[src/hdl/fba_pkg.sv]
// Shared types, constants and helper functions of the frame bitmap allocator.
package fba_pkg;

	// Bitmap geometry: one bit per frame, two levels of full-word summaries
	localparam int NUM_FRAMES  = 65536;
	localparam int WORD_BITS   = 32;
	localparam int FRAME_W     = 16;
	localparam int WORD_COUNT  = NUM_FRAMES / WORD_BITS;
	localparam int SUM_COUNT   = WORD_COUNT / WORD_BITS;
	localparam int BIT_W       = $clog2(WORD_BITS);
	localparam int WADDR_W     = $clog2(WORD_COUNT);
	localparam int SADDR_W     = $clog2(SUM_COUNT);

	// Command queue between front and back
	localparam int QUEUE_DEPTH = 2;
	localparam int QPTR_W      = $clog2(QUEUE_DEPTH);
	localparam int QCNT_W      = $clog2(QUEUE_DEPTH + 1);

	// Stream widths
	localparam int CMD_W       = 2;
	localparam int IN_TDATA_W  = 40;
	localparam int OUT_TDATA_W = 24;

	// Frames at or above this have no bitmap bit
	localparam logic [FRAME_W:0] FRAME_LIMIT = (FRAME_W + 1)'(NUM_FRAMES);

	typedef enum logic [CMD_W-1:0] {
		CMD_ALLOC = 2'd0,
		CMD_FREE  = 2'd1,
		CMD_CLAIM = 2'd2,
		CMD_TEST  = 2'd3
	} cmd_t;

	// Work class decided by the front
	typedef enum logic [2:0] {
		K_ECHO,
		K_ALLOC,
		K_FREE,
		K_CLAIM,
		K_TEST
	} kind_t;

	typedef struct packed {
		kind_t              kind;
		logic               hit;          // frame has a bitmap bit
		logic [FRAME_W-1:0] frame;        // bitmap frame to free, claim or test
		logic               present;
		logic               writable;
		logic               user;
		logic [FRAME_W-1:0] entry_frame;
		logic               kernel;
		logic               want_wr;
	} op_t;

	typedef struct packed {
		logic clearing;
	} back_stat_t;

	typedef enum logic [2:0] {
		ST_CLEAR,
		ST_IDLE,
		ST_AL1,
		ST_AL0,
		ST_RD,
		ST_UPD,
		ST_DONE
	} state_t;

	// Index of the lowest clear bit of a bitmap word
	function automatic logic [BIT_W-1:0] first_zero_word(input logic [WORD_BITS-1:0] w);
		logic [BIT_W-1:0] r;
		r = '0;
		for (int i = WORD_BITS - 1; i >= 0; i--) begin
			if (!w[i]) r = BIT_W'(i);
		end
		return r;
	endfunction

	// Index of the lowest clear bit of the top-level summary
	function automatic logic [SADDR_W-1:0] first_zero_sum(input logic [SUM_COUNT-1:0] w);
		logic [SADDR_W-1:0] r;
		r = '0;
		for (int i = SUM_COUNT - 1; i >= 0; i--) begin
			if (!w[i]) r = SADDR_W'(i);
		end
		return r;
	endfunction

endpackage

[src/hdl/fba_queue.sv]
// Short command queue between the front end and the bitmap engine.
module fba_queue (
	input  logic         clk,
	input  logic         arst_n,
	input  logic         push_valid,
	output logic         push_ready,
	input  fba_pkg::op_t push_op,
	output logic         pop_valid,
	input  logic         pop,
	output fba_pkg::op_t pop_op
);
	import fba_pkg::*;

	op_t               slot_q [QUEUE_DEPTH];
	logic [QPTR_W-1:0] wr_q;
	logic [QPTR_W-1:0] rd_q;
	logic [QCNT_W-1:0] cnt_q;
	logic              do_push;
	logic              do_pop;

	assign push_ready = (cnt_q != QCNT_W'(QUEUE_DEPTH));
	assign pop_valid  = (cnt_q != '0);
	assign pop_op     = slot_q[rd_q];
	assign do_push    = push_valid && push_ready;
	assign do_pop     = pop && pop_valid;

	// Pointers and fill count
	always_ff @(posedge clk or negedge arst_n) begin
		if (!arst_n) begin
			wr_q  <= '0;
			rd_q  <= '0;
			cnt_q <= '0;
		end else begin
			if (do_push) wr_q <= (wr_q == QPTR_W'(QUEUE_DEPTH - 1)) ? '0 : wr_q + 1'b1;
			if (do_pop)  rd_q <= (rd_q == QPTR_W'(QUEUE_DEPTH - 1)) ? '0 : rd_q + 1'b1;
			if (do_push && !do_pop)      cnt_q <= cnt_q + 1'b1;
			else if (do_pop && !do_push) cnt_q <= cnt_q - 1'b1;
		end
	end

	always_ff @(posedge clk) begin
		if (do_push) slot_q[wr_q] <= push_op;
	end

	// Fill count stays within the queue
	a_cnt_bound: assert property (@(posedge clk) disable iff (!arst_n)
		cnt_q <= QCNT_W'(QUEUE_DEPTH))
		else $error("queue fill count beyond depth");

endmodule

[config.mk]
export PLATFORM = sky130hd
export DESIGN_NAME = fba_queue
export DESIGN_NICKNAME = d
export VERILOG_FILES = /design/src/hdl/fba_pkg.sv /design/src/hdl/fba_queue.sv
export SDC_FILE = /design/constraint.sdc
export NUM_CORES = 1
export LEC_CHECK = 0
export BUFFER_PORTS_ARGS = -buffer_cell sky130_fd_sc_hd__buf_2
export CORE_AREA = 2 2 109 111
export DETAILED_ROUTE_END_ITERATION = 10
export DIE_AREA = 0 0 111 113
export PLACE_DENSITY_LB_ADDON = 0.2
export SYNTH_ARGS = -nofsm -noshare
export SYNTH_HDL_FRONTEND = slang
export SYNTH_SLANG_ARGS = --single-unit
[constraint.sdc]
create_clock -name clk -period 2.62 [get_ports clk]
set_clock_uncertainty 0.1 [all_clocks]
set_input_delay 0.131 -clock clk [delete_from_list [all_inputs] [get_ports clk]]
set_output_delay 0.131 -clock clk [all_outputs]
set_load 0.05 [all_outputs]
==> impl_metrics.toml <==
[run_status]
status = "completed"

[cts]
numCtsBuffers = 9
path_clk_slew_ns = 0.06
cts-root-buf = "clkbuf_16"
cts_tree = "yes"
htree_levels = 3
cts_resized = 0
cts_buffer_depth = 2
clkLatencyLatePin_ns = 0.33
clock_sinks = 86

[layout]
syn_to_final_growth_pct = 39.11
finalNetCount = 331
postLayoutCoreUtil_pct = 41.41
nFillCells = 1033
drive_gt1_share_pct = 51.21
antennaDiodeCount = 0

[logic_synthesis]
synth_area_sq_mm = 0.003356
syn_nets = 192
synth_seq_area_share_pct = 76.36
ys_top_cells_by_area = "edfxtp_1 73%, mux2_4 17%, dfrtp_1 3.0%"
ys_types = 15
yosysTopAreaCell = "edfxtp_1"
ys_ff_latch = 86
syn_inst = 146
synth_top_cell_area_share_pct = 73.38
yosysWarnings = 0
avgSynthCellArea_sq_um = 22.98

[floorplanning]
num_io_pins = 88
start_util_pct = 29.77
chipWidth_um = 111
die_area_sq_mm = 0.01254
rows = 39
core_area_sq_mm = 0.01127
die_h_um = 113

[sta]
slew_headroom_pct = 70.01
rsz0062_at_grt = "no"
finalHoldViolCount = 0
setup_tns_ns = 0
fmax_mhz = 474.0
worst_slew_pin_slew_ns = 0.4499
slew_viol_final = 0
holdWs_ns = 0.03258
min_period_over_period_pct = 80.52
min_period_ns = 2.110
finalSetupViolCount = 0

[drt]
postRouteWirelength_mm = 5.840
wl_per_cell_um = 13.52
drc_errors = 0
initialDrtViolationCount = 30
dr.pass1.iters = 4
vias = 1746
viasPerCell = 4.042
antenna_left = 0

[setup_path]
end_kind = "output port"
crit_type = "reg2out"
cp_max_fo = 29
path_cells = "buf_12 -> mux2_2 -> buf_2"
crit_required_ns = 2.39
max_stage_delay_ns = 0.65
cpMaxStageDelayCell = "dfrtp_2"
critical_path.top_delay_family = "flip-flops"
path_buf_inv = 2
startpoint_type = "flip-flop"
arrival_ns = 1.88

[placed_design]
io_buffers = 87
hpwl_mm = 3.618
globalplace.congestion = 0.6571

[worst_hold_path]
hp-class = "in2async"

[global_route]
grt_start_max_net_pins = 33
grt_usage_pct = 9.560
grt_pass1_vias = 1870
grt_pass1_wl_mm = 9.142
grt_overflow = 0
antenna_found_initial = 0

[flow_run]
cap_violations = 0

[power]
power.leakage_nw = 1.871
ir_drop_mv = 0.8178
powerDensity_mw_per_mm2 = 1228
power_mw = 5.733
-- placed cells by master (no fill, tap or decap), types with 2 or more instances in the layout --
master and instances:
buf_2 87, edfxtp_1 82, dlygate4sd3_1 43, mux2_4 39
clkbuf_16 9, xnor2_1 3, dfrtp_1 3, buf_12 3
nand2_1 2, mux2_2 2, xor2_1 2, clkinv_4 2
-- where the power goes --
part,internal (mW),switching [mW]
Combinational,0.855,1.64
Clock,0.730,0.484
Sequential,1.88,0.143
-- area by class of cell --
| class | count | area [sq um] | share of cell area (%) |
|---|---|---|---|
| clock buffers | 9 | 225.2 | 4.824 |
| multi-input cells | 54 | 706.9 | 15.14 |
| inverters | 1 | 3.754 | 0.08041 |
| clock inverters | 6 | 63.81 | 1.367 |
| well taps | 143 | 178.9 | 3.833 |
| repair buffers | 133 | 925.9 | 19.83 |
| flip-flops and latches | 86 | 2564 | 54.92 |
-- path summary, 6_finish.rpt --
kind	from	endpoint	slack (ns)	cells after the start
max in group asynchronous	arst_n	rd_q	2.24	2
min in group clk	push_valid	wr_q	0.07	3
hold / removal	arst_n	wr_q	0.03	2
hold reg to reg	cnt_q[1]	cnt_q[1]	0.39	1
setup / recovery	rd_q	pop_op[20]	0.51	3
setup reg to reg	cnt_q[0]	slot_q[0][31]	0.90	4
-- per-stage QoR --
stage          instance area, sq um  instances  setup slack, ns
3_3_place_gp                   3949        374           0.8343
4_1_cts                        4668        432           0.4532
3_5_place_dp                   3949        374           0.8103
5_1_grt                        4668        432           0.4173
6_report                       4668        432           0.5104
2_1_floorplan                  3363        146           0.1335
-- layer usage --
metal / global-route usage [%] / wire (um) / vias to the layer above
li1: - / - / 842
met1: 11.90 / 2633 / 828
met2: 15.21 / 2719 / 68
met3: 3.428 / 402 / 8
met4: 4.000 / 84 / 0
met5: 0 / 0 / -
-- logic make-up (layout without fill, tap and decap cells) --
| group | Yosys count | in the layout | synth area share [%] |
|---|---|---|---|
| xor+xnor | 5 | 5 | 1.305 |
| fa+ha+maj | 1 | 1 | 0.3728 |
| buf+inv | 6 | 149 | 2.834 |
| flops | 86 | 86 | 76.36 |
| mux | 41 | 41 | 18.12 |
| simple gates | 7 | 7 | 1.007 |
-- registers in the layout (all words and copies together), names as in the netlist --
register  cells
slot_q       82
wr_q          1
cnt_q         2
rd_q          1
-- what timing repair did --
item	CTS	global route
hold buffers	43	0
endpoints found under the hold margin	87	0
buffers inserted	0	0
-- Yosys cell counts --
master	n
ha_1	1
nand2_1	2
and3_1	1
xor2_1	2
inv_1	1
or2_1	1
mux2_2	2
buf_6	1
xnor2_1	3
mux2_4	39
dfrtp_1	4
edfxtp_1	82
nand2b_1	1
nor2_1	2
buf_12	4
(Power assumes the default switching activity.)
