File: src/hdl/fba_pkg.sv
// Shared types, constants and helper functions of the frame bitmap allocator.
package fba_pkg;

	// Bitmap geometry: one bit per frame, two levels of full-word summaries
	localparam int NUM_FRAMES  = 65536;
	localparam int WORD_BITS   = 32;
	localparam int FRAME_W     = 16;
	localparam int WORD_COUNT  = NUM_FRAMES / WORD_BITS;
	localparam int SUM_COUNT   = WORD_COUNT / WORD_BITS;
	localparam int BIT_W       = $clog2(WORD_BITS);
	localparam int WADDR_W     = $clog2(WORD_COUNT);
	localparam int SADDR_W     = $clog2(SUM_COUNT);

	// Command queue between front and back
	localparam int QUEUE_DEPTH = 2;
	localparam int QPTR_W      = $clog2(QUEUE_DEPTH);
	localparam int QCNT_W      = $clog2(QUEUE_DEPTH + 1);

	// Stream widths
	localparam int CMD_W       = 2;
	localparam int IN_TDATA_W  = 40;
	localparam int OUT_TDATA_W = 24;

	// Frames at or above this have no bitmap bit
	localparam logic [FRAME_W:0] FRAME_LIMIT = (FRAME_W + 1)'(NUM_FRAMES);

	typedef enum logic [CMD_W-1:0] {
		CMD_ALLOC = 2'd0,
		CMD_FREE  = 2'd1,
		CMD_CLAIM = 2'd2,
		CMD_TEST  = 2'd3
	} cmd_t;

	// Work class decided by the front
	typedef enum logic [2:0] {
		K_ECHO,
		K_ALLOC,
		K_FREE,
		K_CLAIM,
		K_TEST
	} kind_t;

	typedef struct packed {
		kind_t              kind;
		logic               hit;          // frame has a bitmap bit
		logic [FRAME_W-1:0] frame;        // bitmap frame to free, claim or test
		logic               present;
		logic               writable;
		logic               user;
		logic [FRAME_W-1:0] entry_frame;
		logic               kernel;
		logic               want_wr;
	} op_t;

	typedef struct packed {
		logic clearing;
	} back_stat_t;

	typedef enum logic [2:0] {
		ST_CLEAR,
		ST_IDLE,
		ST_AL1,
		ST_AL0,
		ST_RD,
		ST_UPD,
		ST_DONE
	} state_t;

	// Index of the lowest clear bit of a bitmap word
	function automatic logic [BIT_W-1:0] first_zero_word(input logic [WORD_BITS-1:0] w);
		logic [BIT_W-1:0] r;
		r = '0;
		for (int i = WORD_BITS - 1; i >= 0; i--) begin
			if (!w[i]) r = BIT_W'(i);
		end
		return r;
	endfunction

	// Index of the lowest clear bit of the top-level summary
	function automatic logic [SADDR_W-1:0] first_zero_sum(input logic [SUM_COUNT-1:0] w);
		logic [SADDR_W-1:0] r;
		r = '0;
		for (int i = SUM_COUNT - 1; i >= 0; i--) begin
			if (!w[i]) r = SADDR_W'(i);
		end
		return r;
	endfunction

endpackage

File: src/hdl/fba_front.sv
// Front end: takes command beats, classifies them and hands them to the queue.
module fba_front (
	input  logic                           clk,
	input  logic                           arst_n,
	input  logic                           in_valid,
	output logic                           in_ready,
	input  logic [fba_pkg::CMD_W-1:0]      in_cmd,
	input  logic [fba_pkg::IN_TDATA_W-1:0] in_data,
	input  fba_pkg::back_stat_t            stat,
	output logic                           op_valid_s1,
	output fba_pkg::op_t                   op_s1,
	input  logic                           op_ready
);
	import fba_pkg::*;

	op_t  op_d;
	logic take;

	// Unpack and classify the incoming beat
	always_comb begin
		op_d.present     = in_data[0];
		op_d.writable    = in_data[1];
		op_d.user        = in_data[2];
		op_d.entry_frame = in_data[18:3];
		op_d.kernel      = in_data[35];
		op_d.want_wr     = in_data[36];
		op_d.frame       = in_data[34:19];
		op_d.kind        = K_ECHO;
		unique case (cmd_t'(in_cmd))
			CMD_ALLOC: begin
				op_d.kind = in_data[0] ? K_ECHO : K_ALLOC;
			end
			CMD_FREE: begin
				op_d.frame = in_data[18:3];
				op_d.kind  = (in_data[18:3] == '0) ? K_ECHO : K_FREE;
			end
			CMD_CLAIM: begin
				op_d.kind = K_CLAIM;
			end
			CMD_TEST: begin
				op_d.kind = K_TEST;
			end
		endcase
		op_d.hit = ({1'b0, op_d.frame} < FRAME_LIMIT);
	end

	// No beats while the bitmap is being cleared
	assign in_ready = !stat.clearing && (!op_valid_s1 || op_ready);
	assign take     = in_valid && in_ready;

	always_ff @(posedge clk or negedge arst_n) begin
		if (!arst_n) begin
			op_valid_s1 <= 1'b0;
		end else if (take) begin
			op_valid_s1 <= 1'b1;
		end else if (op_ready) begin
			op_valid_s1 <= 1'b0;
		end
	end

	always_ff @(posedge clk) begin
		if (take) op_s1 <= op_d;
	end

endmodule

File: config.mk
export PLATFORM = sky130hd
export DESIGN_NAME = fba_front
export DESIGN_NICKNAME = d
export VERILOG_FILES = /design/src/hdl/fba_pkg.sv /design/src/hdl/fba_front.sv
export SDC_FILE = /design/constraint.sdc
export NUM_CORES = 1
export LEC_CHECK = 0
export ABC_AREA = 1
export BUFFER_PORTS_ARGS = -buffer_cell sky130_fd_sc_hd__buf_4
export CAP_MARGIN = 20
export CORE_AREA = 2 2 67 69
export DETAILED_ROUTE_END_ITERATION = 12
export DIE_AREA = 0 0 69 71
export PLACE_DENSITY_LB_ADDON = 0.1
export SYNTH_ARGS = -nofsm -noshare
export SYNTH_HDL_FRONTEND = slang
export SYNTH_SLANG_ARGS = --single-unit
export TNS_END_PERCENT = 5
File: constraint.sdc
create_clock -name clk -period 3.9 [get_ports clk]
set_input_delay 0.39 -clock clk [delete_from_list [all_inputs] [get_ports clk]]
set_output_delay 0.39 -clock clk [all_outputs]
set_load 0.01 [all_outputs]
==> results, run 1 <==
- Summing the sequential cell areas from Yosys gives approximately four fifths of the chip area.
- The headroom to the max-slew limit is approximately 65%.
- For this run, the slowest stage of the critical path takes 0.46 ns.
- Counting distinct cell types in the post-synthesis netlist gives 13.
- Along the worst path, the maximum fanout reaches 40.
- Row generation in the floorplan step produced 24 rows.
- Global routing finished with a remaining overflow of 0.
- Across all setup checks in the final design, the least slack found is about 2.4 ns.
- At the worst endpoint, the required time is 3.83 ns.
- The post-synthesis net count is 170.
- The count of flip-flops with a built-in enable after synthesis is 40.
- The met3 global-route usage is approximately 6.3%.
- The synthesis-to-finish area growth is 53.4%.
- The number of search-and-repair iterations in the first detailed-routing pass is 4.
- In this run the cell area of the synthesized design comes to 1560 um^2.
- At the end of routability-driven placement, the weighted congestion stood at 0.762.
- After clock tree synthesis, the setup repair step added 0 buffers.
- In this run the clock root is driven by a sky130_fd_sc_hd__clkbuf_8.
- Setup repair after global routing left no endpoint under its margin.
- The clock drives 41 sinks.
- Along the worst hold path, the cell count comes to 1.
- The number of DRC markers in iteration 0 is 51.
- The mean cell area of the mapped netlist is around 13 um^2.
- The count of max-cap constraint violations is 0.
- The layout has 394 filler cells.
- The worst setup path is launched from a flip-flop.
- The share of post-route cells with drive strength above 1 is between 40% and 50%.
- Traced cell by cell, the critical path runs through inv_1 -> nor2_1 -> nor3_2 -> buf_4.
- Among all cell types in the netlist, the one instantiated most often is sky130_fd_sc_hd__nand2_1.
- The accumulated negative setup slack is 0 ns.
- For the pin with the worst max-slew slack, the measured transition is 0.519 ns.
- The number of clock buffers inserted by TritonCTS is 5.
- The area of the core region is 4200 um^2.
- The number of gates resized after CTS was 0.
- After detailed routing, the number of vias per cell comes to between 4 and 5.
- Of all flip-flops after synthesis, the portion carrying an async set or reset was 2.44%.
- After legalization and detailed placement, the total HPWL measured 2480 um.
- The net count reported at finish is between 200 and 300.
- The largest voltage drop on the vdd net is ~0.31 mV.
- Counting flops and latches in the post-synthesis netlist gives just over 40.
- The horizontal die dimension is approximately 69 um.
- The endpoint class of the critical path is a flip-flop.
- The number of nets with antenna violations after detailed routing is 0.
- Dividing the detail-routed wire length by the instance count gives about 13 um.
- The worst setup path category is reg -> reg.
- For met2 alone, demand over resource in global routing was between 20% and 30%.
- The finished layout holds 267 standard cells, fillers aside.
- Measured along the y axis, the die boundary spans approximately 70 um.
- The critical path arrival is about 1.4 ns.
- The clock skew is just over 0.004 ns.
- The final critical path takes up between 30% and 40% of the cycle.
- The overall routing resource usage is between 10 and 15%.
- The worst setup slack after placement is approximately 2.3 ns.
- The routed layout has 1166 vias.
- The flip-flop cell with the highest count after synthesis is sky130_fd_sc_hd__edfxtp_1.
- The cell at the slowest stage of the critical path is sky130_fd_sc_hd__buf_4.
- The first-pass GRT wire length is roughly 5500 um.
- The number of placed instances, taps included, is 258.
- The synthesized netlist cell count is 123.
- The path type of the worst min-delay path is in -> reg.
- Setup violations remaining at the end of the flow were counted as 0.
- The proportion of netlist area held by the largest area contributor is about three quarters.
- The final count of pins violating max slew is 0.
- The end-of-flow core utilization is a little under three fifths.
- The count of final hold-check violations is 0.
- The starting density of the core is between 30% and 40%.
- The die outline area is between 4000 and 5000 um^2.
- The via count of the first global-routing pass is between 1k and 1.5k.
- Based on the critical path, the design can be clocked at up to ~680 MHz.
- The residual DRC count is 0.
- The leakage power is roughly 1.1 nW.
- The I/O pin total is 90.
- The pin count of the biggest net entering global routing is 41.
- Dividing total power by cell area gives a power density of around 430 nW/um^2.
- The insertion delay to the later sink of the worst-skew pair is 0.29 ns.
- The clock tree from TritonCTS is yes.
- The clock slew seen by the registers of the worst setup and hold paths is around 0.08 ns.
- By area the synthesized netlist is led by sky130_fd_sc_hd__edfxtp_1, sky130_fd_sc_hd__nand2_1, sky130_fd_sc_hd__nor2_1.
- The most heavily used metal layer in global routing is met2.
- By count the netlist is led by sky130_fd_sc_hd__nand2_1, sky130_fd_sc_hd__edfxtp_1, sky130_fd_sc_hd__nor2_1, sky130_fd_sc_hd__inv_1.
- The level count of the clock H-tree is 2.
- The final critical delay including setup and external delays is ~1.5 ns.
- Input and output buffers added on the ports amount to 85.
- The routed design has ~3400 um of wire.
- The initial antenna violation count is 0.
- The worst register-to-register path has a depth of 4.
- Summed over all instances, the cell type with the most area after synthesis is sky130_fd_sc_hd__edfxtp_1.
- The number of warnings printed during yosys synthesis is 0.
- The met1 usage in global routing is ~16%.
- In this run the deepest clock path goes through 2 buffers.
- The count of antenna diodes in the layout is 0.
- The flow ran to the end, and the final reports show no timing, DRC or antenna violations.
[layout by cell type (no fill, tap or decap), types with 2 or more instances in the layout]
cell and count:
sky130_fd_sc_hd__clkbuf_8 5, sky130_fd_sc_hd__bufinv_16 2, sky130_fd_sc_hd__inv_1 3, sky130_fd_sc_hd__nand2_1 57, sky130_fd_sc_hd__edfxtp_1 40, sky130_fd_sc_hd__nor2_1 12, sky130_fd_sc_hd__buf_4 86, sky130_fd_sc_hd__inv_2 2
[worst paths after layout]
kind | start | end | slack [ns]
worst max-delay path | op_valid_s1$_DFFE_PN0P_ | op_s1[10]$_DFFE_PP_ | 2.43
worst min-delay path | in_data[2] | op_s1[18]$_DFFE_PP_ | 0.27
worst max register to register | op_valid_s1$_DFFE_PN0P_ | op_s1[10]$_DFFE_PP_ | 2.43
min in group asynchronous | arst_n | op_valid_s1$_DFFE_PN0P_ | 0.40
max in group asynchronous | arst_n | op_valid_s1$_DFFE_PN0P_ | 3.42
worst min register to register | op_valid_s1$_DFFE_PN0P_ | op_valid_s1$_DFFE_PN0P_ | 0.57
[through the flow]
step                      total power [mW]  instance area [um^2]  hold WS [ns]
final                                 1.03                  2390         0.275
after global routing                  1.07                  2390         0.250
after CTS                             1.04                  2390         0.261
after global placement               0.638                  2250         0.165
after detailed placement             0.641                  2250         0.166
after floorplan                      0.568                  1560        0.0944
[state kept, by name (all words and copies together) (netlist names)]
register	cells
op_valid_s1	1
op_s1	40
[kinds of logic after synthesis]
family / count (synthesis) / share of synthesized area [%]
AND/OR/NAND/NOR: 71 / 17.6
flip-flops: 41 / 78.5
buffers and inverters: 8 / 2.88
AO/OA/AOI/OAI: 2 / 0.721
other: 1 / 0.240
[cell type report]
| cell class | instances | area, um^2 | area share [%] |
|---|---|---|---|
| sequential | 41 | 1230 | 51.2 |
| clock inverter | 3 | 65.1 | 2.72 |
| timing repair buffer | 87 | 656 | 27.4 |
| tap | 52 | 65.1 | 2.72 |
| inverter | 5 | 18.8 | 0.784 |
| clock buffer | 5 | 68.8 | 2.87 |
| multi-input combinational | 74 | 295 | 12.3 |
[repair_timing]
| action | CTS | global route |
|---|---|---|
| setup endpoints to repair | 0 | 0 |
| hold buffers | 1 | 0 |
| hold endpoints to repair | 1 | 0 |
[power by group]
group / switching, mW / total (mW) / internal (mW)
logic: 0.0552 / 0.116 / 0.0603
registers: 0.00536 / 0.514 / 0.509
clock network: 0.141 / 0.395 / 0.254
[worst max-delay path, delay by kind of cell (launching register included)]
kind,cells,cell delay [ns]
buffers and inverters,2,0.53
flip-flops,1,0.39
AND/OR/NAND/NOR,2,0.17
[per-layer routing]
layer | vias up | wire length [um]
met2 | 53 | 1820
met3 | 4 | 281
met5 | - | 0
met4 | 0 | 36
met1 | 523 | 1250
li1 | 586 | -
No activity file was read; power rests on OpenSTA's default activity.
==> run 2: changes to the inputs <==
--- a/config.mk
+++ b/config.mk
@@ -8,9 +8,9 @@
 export ABC_AREA = 1
 export BUFFER_PORTS_ARGS = -buffer_cell sky130_fd_sc_hd__buf_4
 export CAP_MARGIN = 20
-export CORE_AREA = 2 2 67 69
+export CORE_AREA = 2 2 66 68
 export DETAILED_ROUTE_END_ITERATION = 12
-export DIE_AREA = 0 0 69 71
+export DIE_AREA = 0 0 68 70
 export PLACE_DENSITY_LB_ADDON = 0.1
 export SYNTH_ARGS = -nofsm -noshare
 export SYNTH_HDL_FRONTEND = slang
==> constraint.sdc (replaced) <==
create_clock -name clk -period 1.4 [get_ports clk]
set_input_delay 0.14 -clock clk [delete_from_list [all_inputs] [get_ports clk]]
set_output_delay 0.14 -clock clk [all_outputs]
set_load 0.01 [all_outputs]
==> run 2 against run 1 <==
Global-route usage grew 0.62 points. Final cell count grew 0.75%. Die area shrank 2.8%. Non-clock buffer count grew 2. Largest cell class unchanged. Largest power group unchanged.
==> results, run 2 (synthesis gave the netlist of run 1 again) <==
- After clock tree synthesis, the clock-pin slew on the worst setup and hold paths is 0.07 ns.
- The largest registers in the layout are op_s1: 40 flops, op_valid_s1: 1 flops.
- After floorplanning, the core was sized to cover between 4000 and 5000 um^2.
- The internal portion of the total power is 2.13 mW.
- The clock passes through at most 2 buffers.
- Clock tree synthesis found a total of 41 sinks.
- Of the total power, the clock network draws about a third.
- The die outline area is between 4000 and 5000 um^2.
- The initialized floorplan defines 24 standard-cell rows.
- Global routing consumed, on the met3 layer, under 10% of the routing resources.
- At the end of routability-driven placement, the weighted congestion stood at ~0.65.
- After global routing, the most crowded layer is met2.
- After layout, the worst setup slack is 0.181 ns.
- Summing all placed instances gives a cell area of between 2000 and 2500 um^2.
- The critical path arrival is about 1.2 ns.
- From left edge to right edge, the die measures around 70 um.
- The final count of pins violating max slew is 0.
- The power density normalized to cell area is about 1100 nW/um^2.
- Detailed placement finished with a half-perimeter wire length of ~2600 um.
- The met1 usage in global routing is approximately 16%.
- The switching part of the total is about a fifth.
- The accumulated negative setup slack is 0 ns.
- The insertion delay to the later sink of the worst-skew pair is 0.28 ns.
- The number of nets with antenna violations after detailed routing is 0.
- The delay of the slowest cell on the worst path is just under 0.4 ns.
- The worst setup path is launched from a flip-flop.
- Of the total power, combinational logic draws 12.7%.
- In this run the vertical extent of the chip is 70 um.
- Setup repair after global routing left no endpoint under its margin.
- Summing over every cut layer, the via total after detailed routing is 1178.
- The final critical delay including setup and external delays is between 1 and 1.5 ns.
- Counting the buffers created by CTS gives 5.
- The clock skew is ~0.0023 ns.
- In the routed design, unresolved DRC markers number 0.
- The final count of negative-setup-slack endpoints is 0.
- The endpoint class of the critical path is a flip-flop.
- The worst setup path category is reg -> reg.
- After routing the design area is about 2400 um^2.
- The first-pass GRT wire length is between 5000 and 6000 um.
- The total wirelength of the detailed-routed design is around 3400 um.
- The met2 demand-to-capacity share in global routing is roughly 27%.
- At the worst endpoint, the required time is roughly 1.4 ns.
- The count of antenna diodes in the layout is 0.
- The initial antenna violation count came to 0.
- The via count of the first global-routing pass is between 1k and 1.5k.
- The net count reported at finish is 263.
- Once placement completed, the tool counted placed cells totaling between 200 and 300.
- In this run the count of I/O pins placed on the die edge is 90.
- The first TritonRoute pass finished after 3 iterations.
- After the first detailed-routing iteration, the DRC count stood at 44.
- The cell sitting at the root of the clock tree is a sky130_fd_sc_hd__clkbuf_8.
- The post-route netlist has 46.1% of its cells at a drive strength greater than 1.
- The tightest hold path in the finished design has a slack of 0.0287 ns.
- The number of setup buffers added after CTS is 0.
- Walking the worst path, the cells encountered are inv_2 -> nor2_2 -> nor3_4 -> buf_12.
- The clock tree from TritonCTS is yes.
- The achievable frequency is between 800 and 900 MHz.
- The worst-case IR drop observed on VDD is between 0.6 and 0.7 mV.
- For this design the static power due to leakage is ~1.1 nW.
- Overall power consumption after layout is estimated at 2.68 mW.
- Of all nets on the critical path, the largest fanout is 21.
- Counting flops per register, the top entry is op_s1.
- The cell at the slowest stage of the critical path is sky130_fd_sc_hd__dfrtp_1.
- The via density per instance is between 4 and 5.
- The worst setup slack after placement is ~0.18 ns.
- The part of the total power dissipated in sequential elements is 53.6%.
- Leaving out filler cells and counting taps, the final layout contains about 270.
- The count of max-cap constraint violations is 0.
- Leaving out fill and tap cells, the most frequent cells in the layout are sky130_fd_sc_hd__buf_4, sky130_fd_sc_hd__nand2_1, sky130_fd_sc_hd__edfxtp_1, sky130_fd_sc_hd__nor2_1, sky130_fd_sc_hd__clkbuf_8.
- The pin count of the biggest net entering global routing is 22.
- The residual overflow from global routing is 0.
- The starting density of the core is a little under two fifths.
- In this run the worst hold path is classified as in -> reg.
- The count of buffers added on input and output ports is 85.
- From synthesis to final layout, the design area changed by 54.7%.
- The worst path uses between 80% and 90% of the clock period.
- The end-of-flow core utilization is between 50% and 60%.
- Global routing consumed, over all layers together, 15.4% of the routing resources.
- The count of final hold-check violations is 0.
- The flow ran to the end, and the final reports show no timing, DRC or antenna violations.
- The net switching power is between 0.5 and 0.6 mW.
- The register with the most flip-flops in the layout has 40 of them.
- The routed wirelength normalized by instance count is 12.5 um.
- Leaving out fill and tap cells, the most frequent cell in the layout is sky130_fd_sc_hd__buf_4.
- The level count of the clock H-tree is 2.
run 2: critical path, delay by kind of cell, from the launching register on:
kind	cells	cell delay [ns]
DFF	1	0.39
and+or+nand+nor	2	0.26
buffers and inverters	2	0.28
run 2: layer usage:
metal,vias up,part of all wire (%)
met2,51,53
met5,-,0
met3,6,10
met4,0,1.5
li1,589,-
met1,532,35
run 2: repair_timing:
item | 4_1_cts | 5_1_grt
hold endpoints to repair | 1 | 0
resized for setup | 0 | 0
hold buffers | 1 | 0
run 2: cell type report:
type | count | area (um^2)
repair buffers | 89 | 696
flip-flops and latches | 41 | 1230
inverters | 5 | 18.8
well taps | 52 | 65.1
clock inverters | 2 | 33.8
fillers | 375 | 1730
clock buffers | 6 | 72.6
multi-input cells | 74 | 304
run 2: path summary, 6_finish.rpt:
kind                                         start                      end  slack (ns)  cells past startpoint
max reg2reg                op_valid_s1$_DFFE_PN0P_      op_s1[13]$_DFFE_PP_        0.18                      4
max                        op_valid_s1$_DFFE_PN0P_      op_s1[13]$_DFFE_PP_        0.18                      4
min reg2reg                op_valid_s1$_DFFE_PN0P_  op_valid_s1$_DFFE_PN0P_        0.57                      2
min in group asynchronous                   arst_n  op_valid_s1$_DFFE_PN0P_        0.16                      2
max in group asynchronous                   arst_n  op_valid_s1$_DFFE_PN0P_        1.16                      2
min                                    in_data[36]       op_s1[0]$_DFFE_PP_        0.03                      1
run 2: power by group through the flow:
stage                     clock (mW)  combinational [mW]  sequential, mW
after global placement             0               0.335            1.46
after floorplan                    0              0.0922            1.49
after global routing           0.978               0.373            1.44
after CTS                      0.930               0.346            1.43
after detailed placement           0               0.344            1.46
final                          0.903               0.340            1.43
==> run 3: changes to the inputs <==
==> constraint.sdc (replaced) <==
create_clock -name clk -period 1.3 [get_ports clk]
set_input_delay 0.13 -clock clk [delete_from_list [all_inputs] [get_ports clk]]
set_output_delay 0.13 -clock clk [all_outputs]
set_load 0.01 [all_outputs]
==> run 3 against run 2 <==
Final area grew 0.72%. Fmax is 0.28% higher. Critical path depth unchanged. Final cell count increased by 0.74%. Via count down 1.6%. Die area unchanged. Combinational power rose by 9.7%. Worst setup slack got worse by 0.097 ns. Register-to-register slack worse by 0.097 ns. Clock-buffer cell count unchanged. First-iteration DRC count is 16% higher. Sequential power up 8%. Largest cell class unchanged. Highest routed layer unchanged.
==> results, run 3 (synthesis gave the netlist of run 1 again) <==
- The critical path arrival is 1.21 ns.
- The level count of the clock H-tree is 2.
- The pin count of the biggest net entering global routing is 22.
- The highest net fanout along the worst path is 21.
- The register bank with the most flops is op_s1.
- Once the floorplan was initialized, standard cells occupied around 38% of the core.
- The total area inside the core boundary comes to between 4000 and 5000 um^2.
- The share of total power dissipated in the clock network is roughly a third.
- The count of final hold-check violations is 0.
- The via count of the first global-routing pass is 1166.
- Timing analysis after detailed placement gives a worst setup slack of 0.0893 ns.
- Using the TritonRoute via totals, the vias-per-cell ratio works out to around 4.3.
- The synthesis-to-finish area growth is 55.8%.
- The clock skew is about 0.0038 ns.
- The via count is about 1.2k.
- The required time at the worst-slack endpoint is 1.30 ns.
- The path type of the worst min-delay path is in -> reg.
- The switching part of the total is 20.5%.
- The internal portion of the total power is 2.29 mW.
- STA classifies the critical path startpoint as a flip-flop.
- Leaving out fill and tap cells, the most frequent cell in the layout is sky130_fd_sc_hd__buf_4.
- After detailed placement, the total cell area comes to around 2300 um^2.
- The net switching power is about 0.59 mW.
- The routed wirelength normalized by instance count is approximately 12 um.
- STA classifies the critical path endpoint as a flip-flop.
- The number of nets with antenna violations after detailed routing is 0.
- The share of total power dissipated in sequential elements is between 50% and 60%.
- The first detailed-routing pass ran for 4 iterations.
- The capture point of the critical path is op_s1[32]$_DFFE_PP_.
- The final count of negative-setup-slack endpoints is 0.
- Cells with a size suffix above 1 make up about 46% of the layout.
- The achievable frequency is 822 MHz.
- The critical path starts at op_valid_s1$_DFFE_PN0P_.
- The I/O pin total is 90.
- The clock tree root buffer cell is sky130_fd_sc_hd__clkbuf_8.
- In this run the power density over the cells is between 1000 and 1500 nW/um^2.
- The area occupied by multi-input gates is roughly 300 um^2.
- For flop-to-flop paths, the worst setup slack is 0.08 ns.
- The final count of pins violating max slew was 0.
- The die covers about 4800 um^2.
- The largest voltage drop on the vdd net is between 0.6 and 0.7 mV.
- The number of DRC markers in iteration 0 is ~50.
- The number of clock buffers inserted by TritonCTS is 5.
- The residual DRC count is 0.
- The capture point of the worst reg-to-reg path is op_s1[32]$_DFFE_PP_.
- The worst setup path category is reg -> reg.
- The count of max-cap constraint violations is 0.
- Row generation in the floorplan step produced 24 rows.
- The number of buffers added on ports is 85.
- The flow ran to the end, and the final reports show no timing, DRC or antenna violations.
- The number of sinks on the clock net is just over 40.
- The initial antenna violation count was 0.
- The worst register-to-register path begins at op_valid_s1$_DFFE_PN0P_.
- After legalization and detailed placement, the total HPWL measured approximately 2600 um.
- In the global route stage, overall resource usage came out at 14.8%.
- The library cells used most frequently in the layout, excluding fill and tap cells, are sky130_fd_sc_hd__buf_4, sky130_fd_sc_hd__nand2_1, sky130_fd_sc_hd__edfxtp_1, sky130_fd_sc_hd__nor2_1, sky130_fd_sc_hd__clkbuf_8.
- The leakage power is ~1.1 nW.
- Registers take between 1000 and 1500 um^2.
- Setup repair after global routing left no endpoint under its margin.
- The insertion delay to the later sink of the worst-skew pair is approximately 0.28 ns.
- Global routing finished with a remaining overflow of 0.
- Clock-pin slew was measured on the worst setup and hold paths at roughly 0.07 ns.
- At the end of routability-driven placement, the weighted congestion stood at around 0.67.
- The final critical path takes up between 90% and 100% of the cycle.
- The final critical delay including setup and external delays is 1.22 ns.
- Setup slack closes at between 0.08 and 0.09 ns.
- The largest registers in the layout are op_s1: 40 flops, op_valid_s1: 1 flops.
- The layout has 371 filler cells.
- The total wirelength of the detailed-routed design is ~3400 um.
- Measured in cells, the most critical reg-to-reg path has a length of 4.
- The die is 68 um wide.
- Measured along the y axis, the die boundary spans around 70 um.
- The final design area excluding fillers is roughly 2400 um^2.
- The final layout contains around 270 nets.
- The first global-routing pass estimated 5090 um of wire.
- Of the total power, combinational logic draws between 10% and 20%.
- The register with the most flip-flops in the layout has 40 of them.
- The clock tree from TritonCTS is yes.
- The repair_antennas step left the layout with diodes totalling 0.
- The maximum buffer depth of the clock tree is 2.
- Post-CTS repair changed the size of 0 cells.
run 3: cell type report:
type,instances,area share (%)
clock inverter,2,1.39
clock buffer,6,2.98
timing repair buffer,91,29.3
sequential,41,50.4
tap,52,2.67
multi-input combinational,74,12.5
inverter,5,0.771
run 3: layer usage:
layer	GRT usage [%]	routed length (um)	vias up
li1	-	-	595
met4	4.89	44	0
met5	0	0	-
met3	6.12	321	6
met1	15.1	1250	505
met2	26.5	1770	53
run 3: worst max-delay path, cell delays in order, from the launching register on:
cell,delay [ns]
sky130_fd_sc_hd__dfrtp_1,0.39
sky130_fd_sc_hd__inv_2,0.07
sky130_fd_sc_hd__nor2_2,0.05
sky130_fd_sc_hd__nor3_4,0.21
sky130_fd_sc_hd__buf_12,0.21
run 3: worst min-delay path by stage:
| stage | slack [ns] | cells after the start | start | end |
|---|---|---|---|---|
| finish | 0.02 | 1 | in_data[36] | op_s1[0]$_DFFE_PP_ |
| global placement | -0.09 | 1 | arst_n | op_valid_s1$_DFFE_PN0P_ |
| CTS | 0.01 | 1 | in_data[36] | op_s1[0]$_DFFE_PP_ |
| global route | 0.005 | 1 | in_data[36] | op_s1[0]$_DFFE_PP_ |
| floorplan | -0.17 | 0 | arst_n | op_valid_s1$_DFFE_PN0P_ |
| detailed placement | -0.09 | 1 | arst_n | op_valid_s1$_DFFE_PN0P_ |
run 3: power groups by stage:
stage / sequential, mW / combinational [mW] / clock [mW]
after CTS: 1.54 / 0.376 / 0.992
final: 1.54 / 0.373 / 0.968
after detailed placement: 1.57 / 0.374 / 0
after global placement: 1.57 / 0.364 / 0
after floorplan: 1.61 / 0.0993 / 0
after global routing: 1.55 / 0.410 / 1.05
run 3: timing repair:
| action | CTS | global route |
|---|---|---|
| hold buffers | 1 | 1 |
| buffers inserted | 0 | 0 |
| endpoints found under the hold margin | 1 | 1 |
run 3: metrics by stage:
stage / hold WS, ns / power (mW) / utilization, % / TNS [ns] / std cells
2_1_floorplan: -0.166 / 1.71 / - / -23.83 / 123
3_3_place_gp: -0.0944 / 1.94 / 55.7 / 0 / 261
3_5_place_dp: -0.0927 / 1.95 / 55.7 / 0 / 261
4_1_cts: 0.0117 / 2.91 / 58.5 / 0 / 270
5_1_grt: 0.00504 / 3.01 / 58.7 / 0 / 271
6_report: 0.0191 / 2.88 / 58.7 / 0 / 271
